$ cat src/hdl/shbe_pkg.sv
package shbe_pkg;

    localparam int MAX_DEGREE_DEF = 9;
    localparam int N_TERMS        = 55;
    localparam int N_COEF         = 10;
    localparam int DIR_W          = 16;
    localparam int DEG_W          = 4;
    localparam int ORDER_W        = 5;
    localparam int VALUE_W        = 16;
    localparam int IDX_W          = 6;
    localparam int AS_W           = 35;
    localparam int UNIT_Q14       = 16384;
    localparam int ROOT_FRAC      = 22;
    localparam logic [63:0] PI_Q30 = 64'd3373259426;

    typedef struct packed {
        logic signed [DIR_W-1:0] dir_x;
        logic signed [DIR_W-1:0] dir_y;
        logic signed [DIR_W-1:0] dir_z;
        logic [DEG_W-1:0]        degree;
    } t_req;

    typedef struct packed {
        logic signed [ORDER_W-1:0] order;
        logic signed [VALUE_W-1:0] value;
        logic                      last;
    } t_res;

    typedef enum logic [3:0] {
        ST_IDLE,
        ST_SQX,
        ST_SQY,
        ST_PW_RX,
        ST_PW_IY,
        ST_PW_RY,
        ST_PW_IX,
        ST_PH,
        ST_SC,
        ST_SZ,
        ST_PR,
        ST_V,
        ST_OUT
    } t_state;

    typedef enum logic [1:0] {
        PH_IDLE,
        PH_LL,
        PH_LH,
        PH_HL
    } t_mul_ph;

    typedef int t_coef_row [N_COEF];
    typedef logic signed [AS_W-1:0] t_as_tab [N_TERMS];

    localparam int T_BASE [10] = '{0, 1, 3, 6, 10, 15, 21, 28, 36, 45};

    localparam int T_SG [N_TERMS] = '{
         1, 1,-1, 1,-1, 1, 1,-1, 1,-1,
         1,-1, 1,-1, 1, 1,-1, 1,-1, 1,
        -1, 1,-1, 1,-1, 1,-1, 1, 1,-1,
         1,-1, 1,-1, 1,-1, 1,-1, 1,-1,
         1,-1, 1,-1, 1, 1,-1, 1,-1, 1,
        -1, 1,-1, 1,-1};

    localparam int T_A [N_TERMS] = '{
        1,1,1,1,1,1,1,1,1,1,
        3,3,3,3,3,1,1,1,1,3,
        3,1,1,1,1,3,3,1,1,1,
        3,3,3,3,3,3,1,3,3,1,
        3,3,1,3,3,1,3,3,1,3,
        3,1,3,3,1};

    localparam int T_SH [N_TERMS] = '{
        1,1,1,2,1,2,2,3,2,3,
        4,3,3,3,4,4,4,3,5,4,
        5,5,4,6,5,5,5,6,5,6,
        6,6,5,6,6,7,8,6,7,6,
        7,6,7,6,8,8,8,7,8,8,
        8,7,9,9,9};

    localparam int T_C [N_TERMS] = '{
        1, 3, 3, 5, 15, 15, 7, 21, 105, 35,
        1, 5, 5, 35, 35, 11, 165, 1155, 385, 385,
        77, 13, 273, 1365, 1365, 91, 1001, 3003, 15, 105,
        35, 35, 385, 385, 5005, 1430, 17, 17, 595, 19635,
        1309, 17017, 7293, 12155, 12155, 19, 95, 1045, 21945, 190190,
        2717, 40755, 13585, 461890, 230945};

    localparam int T_D [N_TERMS] = '{
        1,1,2,1,2,2,1,1,2,1,
        1,1,2,1,2,1,2,2,1,2,
        1,1,2,1,1,2,1,1,1,2,
        1,2,2,2,1,1,1,2,1,2,
        2,2,1,2,2,1,2,1,1,1,
        1,1,1,1,1};

    localparam int T_SC [N_TERMS] = '{
        0,0,0,-1,0,0,-3,-1,0,0,
        0,0,0,0,0,0,0,0,0,0,
        0,0,0,0,0,0,0,0,0,0,
        0,0,0,0,0,0,0,0,0,0,
        0,0,0,0,0,0,0,0,0,0,
        0,0,0,0,0};

    localparam int T_SZ [N_TERMS] = '{
        0,0,0,0,0,0,1,0,0,0,
        0,0,0,0,0,0,0,0,0,0,
        0,0,0,0,0,0,0,0,0,0,
        0,0,0,0,0,0,0,0,0,0,
        0,0,0,0,0,0,0,0,0,0,
        0,0,0,0,0};

    localparam t_coef_row T_P [N_TERMS] = '{
        '{1,0,0,0,0,0,0,0,0,0},
        '{0,1,0,0,0,0,0,0,0,0},
        '{1,0,0,0,0,0,0,0,0,0},
        '{0,0,2,0,0,0,0,0,0,0},
        '{0,1,0,0,0,0,0,0,0,0},
        '{1,0,0,0,0,0,0,0,0,0},
        '{0,0,0,2,0,0,0,0,0,0},
        '{0,0,4,0,0,0,0,0,0,0},
        '{0,1,0,0,0,0,0,0,0,0},
        '{1,0,0,0,0,0,0,0,0,0},
        '{3,0,-30,0,35,0,0,0,0,0},
        '{0,-3,0,7,0,0,0,0,0,0},
        '{-1,0,7,0,0,0,0,0,0,0},
        '{0,1,0,0,0,0,0,0,0,0},
        '{1,0,0,0,0,0,0,0,0,0},
        '{0,15,0,-70,0,63,0,0,0,0},
        '{1,0,-14,0,21,0,0,0,0,0},
        '{0,-1,0,3,0,0,0,0,0,0},
        '{-1,0,9,0,0,0,0,0,0,0},
        '{0,1,0,0,0,0,0,0,0,0},
        '{1,0,0,0,0,0,0,0,0,0},
        '{-5,0,105,0,-315,0,231,0,0,0},
        '{0,5,0,-30,0,33,0,0,0,0},
        '{1,0,-18,0,33,0,0,0,0,0},
        '{0,-3,0,11,0,0,0,0,0,0},
        '{-1,0,11,0,0,0,0,0,0,0},
        '{0,1,0,0,0,0,0,0,0,0},
        '{1,0,0,0,0,0,0,0,0,0},
        '{0,-35,0,315,0,-693,0,429,0,0},
        '{-5,0,135,0,-495,0,429,0,0,0},
        '{0,15,0,-110,0,143,0,0,0,0},
        '{3,0,-66,0,143,0,0,0,0,0},
        '{0,-3,0,13,0,0,0,0,0,0},
        '{-1,0,13,0,0,0,0,0,0,0},
        '{0,1,0,0,0,0,0,0,0,0},
        '{1,0,0,0,0,0,0,0,0,0},
        '{35,0,-1260,0,6930,0,-12012,0,6435,0},
        '{0,-35,0,385,0,-1001,0,715,0,0},
        '{-1,0,33,0,-143,0,143,0,0,0},
        '{0,3,0,-26,0,39,0,0,0,0},
        '{1,0,-26,0,65,0,0,0,0,0},
        '{0,-1,0,5,0,0,0,0,0,0},
        '{-1,0,15,0,0,0,0,0,0,0},
        '{0,1,0,0,0,0,0,0,0,0},
        '{1,0,0,0,0,0,0,0,0,0},
        '{0,315,0,-4620,0,18018,0,-25740,0,12155},
        '{7,0,-308,0,2002,0,-4004,0,2431,0},
        '{0,-7,0,91,0,-273,0,221,0,0},
        '{-1,0,39,0,-195,0,221,0,0,0},
        '{0,1,0,-10,0,17,0,0,0,0},
        '{1,0,-30,0,85,0,0,0,0,0},
        '{0,-3,0,17,0,0,0,0,0,0},
        '{-1,0,17,0,0,0,0,0,0,0},
        '{0,1,0,0,0,0,0,0,0,0},
        '{1,0,0,0,0,0,0,0,0,0}};

    function automatic logic [63:0] root_part(input int c, input int d);
        logic [63:0] den;
        logic [63:0] r;
        logic [63:0] q;
        logic [63:0] res;
        logic [63:0] bit_v;
        den   = 64'(d) * PI_Q30;
        r     = 64'(c);
        q     = '0;
        res   = '0;
        bit_v = 64'd1 << 62;
        for (int i = 0; i < 2 * ROOT_FRAC + 30; i++) begin
            r = r << 1;
            q = q << 1;
            if (r >= den) begin
                r = r - den;
                q = q | 64'd1;
            end
        end
        for (int i = 0; i < 32; i++) begin
            if (bit_v > q) begin
                bit_v = bit_v >> 2;
            end
        end
        for (int i = 0; i < 32; i++) begin
            if (bit_v != 0) begin
                if (q >= res + bit_v) begin
                    q   = q - (res + bit_v);
                    res = (res >> 1) + bit_v;
                end else begin
                    res = res >> 1;
                end
                bit_v = bit_v >> 2;
            end
        end
        return res;
    endfunction

    function automatic t_as_tab build_as();
        t_as_tab tab;
        longint  v;
        for (int i = 0; i < N_TERMS; i++) begin
            v = longint'(T_A[i]) * longint'(root_part(T_C[i], T_D[i]));
            if (T_SG[i] < 0) begin
                v = -v;
            end
            tab[i] = AS_W'(v);
        end
        return tab;
    endfunction

    localparam t_as_tab AS_TAB = build_as();

    function automatic logic signed [63:0] rnd(input logic signed [63:0] v,
                                               input logic [5:0] n);
        logic signed [63:0] t;
        t = v + (64'sd1 <<< (n - 6'd1));
        return t >>> n;
    endfunction

endpackage

$ cat src/hdl/shbe_mul.sv
module shbe_mul (
    input  logic        i_clk,
    input  logic        i_rst_n,
    input  logic        i_start,
    input  logic [63:0] i_a,
    input  logic [63:0] i_b,
    output logic        o_done,
    output logic [63:0] o_p
);
    import shbe_pkg::*;

    t_mul_ph     r_ph, n_ph;
    logic        r_done;
    logic [63:0] r_a;
    logic [63:0] r_b;
    logic [63:0] r_acc;
    logic [31:0] w_a32;
    logic [31:0] w_b32;
    logic [63:0] w_prod;

    assign w_a32  = (r_ph == PH_HL) ? r_a[63:32] : r_a[31:0];
    assign w_b32  = (r_ph == PH_LH) ? r_b[63:32] : r_b[31:0];
    assign w_prod = 64'(w_a32) * 64'(w_b32);

    always_comb begin
        case (r_ph)
            PH_LL: begin
                n_ph = PH_LH;
            end
            PH_LH: begin
                n_ph = PH_HL;
            end
            default: begin
                n_ph = PH_IDLE;
            end
        endcase
        if (i_start) begin
            n_ph = PH_LL;
        end
    end

    always_ff @(posedge i_clk) begin
        if (!i_rst_n) begin
            r_ph   <= PH_IDLE;
            r_done <= 1'b0;
        end else begin
            r_ph   <= n_ph;
            r_done <= (r_ph == PH_HL);
        end
    end

    always_ff @(posedge i_clk) begin
        if (i_start) begin
            r_a <= i_a;
            r_b <= i_b;
        end
        if (r_ph == PH_LL) begin
            r_acc <= w_prod;
        end else if (r_ph != PH_IDLE) begin
            r_acc <= r_acc + {w_prod[31:0], 32'd0};
        end
    end

    assign o_done = r_done;
    assign o_p    = r_acc;

endmodule

$ cat config.mk
export PLATFORM = sky130hd
export DESIGN_NAME = shbe_mul
export DESIGN_NICKNAME = d
export VERILOG_FILES = /design/src/hdl/shbe_pkg.sv /design/src/hdl/shbe_mul.sv
export SDC_FILE = /design/constraint.sdc
export NUM_CORES = 2
export LEC_CHECK = 0
export ABC_AREA = 1
export BUFFER_PORTS_ARGS = -buffer_cell sky130_fd_sc_hd__clkbuf_2
export CAP_MARGIN = 20
export CORE_MARGIN = 8
export CORE_UTILIZATION = 60
export CTS_BUF_LIST = sky130_fd_sc_hd__clkbuf_4
export CTS_CLUSTER_SIZE = 28
export DETAILED_ROUTE_END_ITERATION = 8
export MAX_ROUTING_LAYER = met4
export PLACE_DENSITY = 0.85
export SLEW_MARGIN = 10
export SYNTH_ARGS = -nofsm -noshare
export SYNTH_HDL_FRONTEND = slang
export SYNTH_SLANG_ARGS = --single-unit
$ cat constraint.sdc
create_clock -name i_clk -period 10.18 [get_ports i_clk]
set_input_delay 1.018 -clock i_clk [delete_from_list [all_inputs] [get_ports i_clk]]
set_output_delay 1.018 -clock i_clk [all_outputs]
set_load 0.02 [all_outputs]
After elaboration in Yosys (flattened, before gate mapping)
Index checks and enable logic that the tools add are counted.
- register bits after elaboration: 195
- logic and storage cells: 21
- $add $sub $neg: 1
- multipliers: 1
- equality and inequality tests: 3
- muxes and demuxes: 6
- bitwise gates (word level): 1
- reductions and logical operators: 3
- operators with widths (operator ; count):
    $mux W64 ; 2
    $add A64 B64 Y64 ; 1
    $mul A32 B32 Y64 ; 1
    $mux W32 ; 2
    $eq A2 B2 Y1 const B ; 2
    $pmux W2 S2 ; 1
    $reduce_bool A2 Y1 ; 2
    $eq A2 B1 Y1 const B ; 1
    $reduce_or A2 Y1 ; 1
    $mux W1 ; 1
    $not A1 Y1 ; 1

Longest topological paths before layout
- word-level depth: 6
- gate-level depth with buffers: 46

Worst setup path after synthesis
OpenSTA, ideal clock, no wires.
- kind: reg2reg
- from: reg r_ph[0]
- to: reg r_acc[63] (netlist: o_p[63]) (data pin)
- arrival time: 7.934 ns
- slack: 1.993 ns
- stages on the path, launching flop included: 41
- buffers on the path: 3
- clock period less this slack: 8.187 ns
- cell sequence: dfxtp_1 inv_1 ha_1 buf_2 buf_2 o21ai_1 clkbuf_1 nand2_1 fa_1 inv_1 fa_1 inv_1 fa_1 inv_1 fa_1 fa_1 inv_1 fa_1 (+5 left out) ha_1 nand2_1 nor2_1 inv_1 nor2_1 nand3_1 nand2_1 xnor2_1 inv_1 ha_1 a21oi_1 nand2_1 nor2_1 o21ai_0 a21oi_1 nand3_1 nand3_1 nand2_1
- longest elaborated chain between the ends: 6
- elaborated cells between the ends (all ways): 9
- classes of those cells: add/sub: 1; mul: 1; eq/ne: 3; mux: 4
- RTL lines (element ; RTL line ; RTL):
    start, declared ; shbe_mul.sv:12 ; t_mul_ph r_ph, n_ph;
    start signal, assigned ; shbe_mul.sv:47 ; r_ph <= n_ph;
    $eq A2 B2 Y1, on equally long branches ; shbe_mul.sv:21, shbe_mul.sv:22 ;
    $mux W32, on equally long branches ; shbe_mul.sv:21, shbe_mul.sv:22 ;
    $mul A32 B32 Y64 ; shbe_mul.sv:23 ; assign w_prod = 64'(w_a32) * 64'(w_b32);
    $add A64 B64 Y64 ; shbe_mul.sv:60 ; r_acc <= r_acc + {w_prod[31:0], 32'd0};
    $mux W64 ; shbe_mul.sv:59 ; end else if (r_ph != PH_IDLE) begin
    $mux W64 * ; shbe_mul.sv:57 ; if (r_ph == PH_LL) begin
    end signal, assigned ; shbe_mul.sv:58 ; r_acc <= w_prod;
    end signal, assigned ; shbe_mul.sv:60 ;
    end, declared ; shbe_mul.sv:16 ; logic [63:0] r_acc;
Every way passes the cells marked *; elsewhere a longest branch is shown, timed or not. The select of a mux whose other input is x is not followed.
A chain may end at the register's enable or synchronous reset.

Worst setup path in the final report
Ends and elaborated chain as after synthesis.

==> flow_metrics.py <==
metrics = {
    "global_route": {
        "grt_usage_pct": 38.11,
        "antenna_found_initial": 8,
        "grt_max_degree": 81,
        "grt_pass1_vias": 38120,
        "grt-ovfl-total": 0,
        "grt_first_pass_wirelength_um": 219900,
    },
    "synthesis": {
        "netlist_instances": 5008,
        "synth_seq_cells": 195,
        "syn_avg_cell_area_um2": 8.456,
        "synthFlopType": "edfxtp_1",
        "ys_types": 47,
        "syn-cell-area_mm2": 0.04235,
        "ys_seq_area_share_pct": 13.76,
        "synth-edff-count": 192,
        "synth_nets": 6336,
        "ys_warn_count": 0,
        "ys_async_sr_fraction_pct": 0,
    },
    "worst_hold_path": {
        "worstHoldPathType": "in -> reg",
    },
    "route": {
        "route.detailed.drc": 0,
        "drt_wl_total_um": 142200,
        "first_iter_violations": 3937,
        "vias": 35360,
        "drtAntennaViolNets": 0,
        "drt_first_pass_iters": 6,
        "wire_per_inst_um": 23.16,
        "vias_per_cell": 5.757,
    },
    "clock_tree": {
        "cts_tree": "done",
        "htree_levels": 4,
        "post_cts_buffers": 0,
        "clock_latency_ns": 0.82,
        "cts_buffers": 17,
        "clock_sinks": 195,
        "cts_root_buf": "clkbuf_4",
        "cts_max_path_buffers": 2,
        "cts.reportedPaths.clkPinSlew_ns": 0.26,
    },
    "die": {
        "die_y_um": 281.7,
        "start_util_pct": 60.58,
        "core-area_mm2": 0.06991,
        "die_w_um": 281.7,
        "rows": 97,
        "io-pin-count": 196,
        "fp.dieArea_mm2": 0.07934,
    },
    "timing": {
        "clock_skew_ns": 0.06699,
        "holdWs_ns": 0.3399,
        "hold_viol_final": 0,
        "tightest_slew_ns": 1.134,
        "finalSetupViolations": 0,
        "tns_ns": 0,
        "fmax_mhz": 104.0,
        "relSlewSlack_pct": 24.38,
        "fin_crit_ns": 9.616,
        "min_period_over_period_pct": 94.46,
        "maxSlewViolCount": 0,
        "rsz0062_at_grt": "false",
    },
    "critical_path": {
        "critPathKind": "reg -> reg",
        "cp-start-kind": "register",
        "critPathTopFamily": "adder cells",
        "arrival_ns": 10.17,
        "endpoint_kind": "register",
        "critPathBufInv": 12,
        "crit_path_frequent_cell": "inv_1",
        "slowest_delay_ns": 0.54,
        "required_ns": 10.73,
        "worstPathMaxFanout": 27,
        "cp_slowest_cell": "ha_2",
        "timing.reg2reg.setup_slack_ns": 0.56,
    },
    "layout": {
        "finish.utilization_pct": 64.61,
        "drive_above_1_share_pct": 8.604,
        "area_growth_pct": 6.654,
        "nets": 6510,
        "stdcell_count": 6142,
    },
    "run": {
        "maxCapViolations": 0,
    },
    "place": {
        "dp_hpwl_um": 118800,
        "io_buffers": 195,
        "dpl.cell_count": 6103,
        "gp_congestion": 1.080,
    },
    "run_status": {
        "run_status": "finished, final reports clean",
    },
}
-- worst reg2reg max path, delay by kind of cell, from the launching register on --
| kind | cells | cell delay [ns] |
|---|---|---|
| fa+ha+maj | 11 | 5.09 |
| buf+inv | 12 | 1.52 |
| simple gates | 9 | 1.08 |
| compound gates | 7 | 1.05 |
| flops | 1 | 0.41 |
| xor+xnor | 1 | 0.28 |
-- layout by cell type (no fill, tap or decap), types with 17 or more instances in the layout --
cell type  instances
nor2_1           581
edfxtp_1         192
fa_1             897
nor3_1            18
xor2_1            25
nand2_1         1107
clkbuf_4          17
nand3_1           91
clkinv_1          19
buf_4            137
inv_2             17
ha_1             297
o21ai_0           99
o21ai_1           24
a21oi_1          142
inv_1           1180
o21ai_2           35
clkbuf_2         194
-- kinds of logic (layout without fill, tap and decap cells) --
kind of cell / Yosys count / after routing / share of synthesized area [%]
simple gates: 1848 / 1848 / 17.11
buf+inv: 1391 / 1578 / 12.65
fa+ha+maj: 1197 / 1197 / 51.27
compound gates: 343 / 343 / 4.509
flops: 195 / 195 / 13.76
xor+xnor: 34 / 34 / 0.7032
other cells: 0 / 7 / 0
-- synth_stat cells, types with 2 or more instances --
cell type	number	area, µm²
nand3_1	91	455.4
o21ai_1	20	100.1
xnor2_1	9	78.83
nor4_1	2	12.51
a21boi_0	5	37.54
nand2_1	1107	4155
buf_1	6	22.52
inv_2	17	63.81
nand3_2	7	70.07
inv_1	1181	4433
o21a_1	8	60.06
nor3_1	18	90.09
clkbuf_1	73	274.0
buf_2	95	475.5
o21ai_2	20	175.2
dfxtp_1	3	60.06
o21bai_1	10	75.07
or2_2	7	43.79
o22ai_1	2	12.51
a21oi_1	142	710.7
nand2_2	7	43.79
o21ai_0	119	595.6
nor2_2	3	18.77
clkinv_1	16	60.06
xor2_1	25	219.0
ha_1	300	3754
a21o_1	7	52.55
nand4_1	12	75.07
a31oi_1	2	12.51
fa_1	897	17960
o211ai_1	3	22.52
nor2_1	581	2181
edfxtp_1	192	5766
buf_6	2	22.52
nand3b_1	7	52.55
-- per-stage QoR --
| stage | instance area (µm²) | worst slack, ns |
|---|---|---|
| 2_1_floorplan | 42350 | 1.993 |
| 3_3_place_gp | 44820 | 0.6490 |
| 3_5_place_dp | 44820 | 0.6924 |
| 4_1_cts | 45130 | 0.5942 |
| 5_1_grt | 45160 | 0.02802 |
| 6_report | 45160 | 0.5638 |
-- state kept, by name, summed over array words and instances, names as in the netlist --
register	flops
o_done	1
o_p	64
r_a	64
r_b	64
r_ph	2
-- cell type report --
class / count / area, µm²
multi-input cells: 3422 / 31260
fillers: 5725 / 24740
flip-flops and latches: 195 / 5826
inverters: 1214 / 4557
repair buffers: 332 / 2019
well taps: 940 / 1176
clock inverters: 15 / 183.9
clock buffers: 17 / 127.6
diodes: 7 / 17.52
-- metal layers --
layer | share of wire, % | track usage, %
met5 | 0 | -
met4 | 7.6 | 22.19
met3 | 13 | 11.56
met2 | 45 | 57.96
met1 | 35 | 44.90
-- final timing paths --
| check | from | cells after the start | endpoint |
|---|---|---|---|
| worst min-delay path | i_a[44] | 1 | r_a[44] |
| worst max-delay path | r_ph[0] | 40 | o_p[63] |
| worst max register to register | r_ph[0] | 40 | o_p[63] |
| worst min register to register | o_p[32] | 3 | o_p[32] |
-- timing repair --
action,in CTS,in global routing
endpoints found under the setup margin,0,2
resized for setup,0,2
hold buffers,0,0
Power is left out: the tool's default activity adds up to more than one toggle a clock period on the data nets, which glitch-free logic cannot reach.
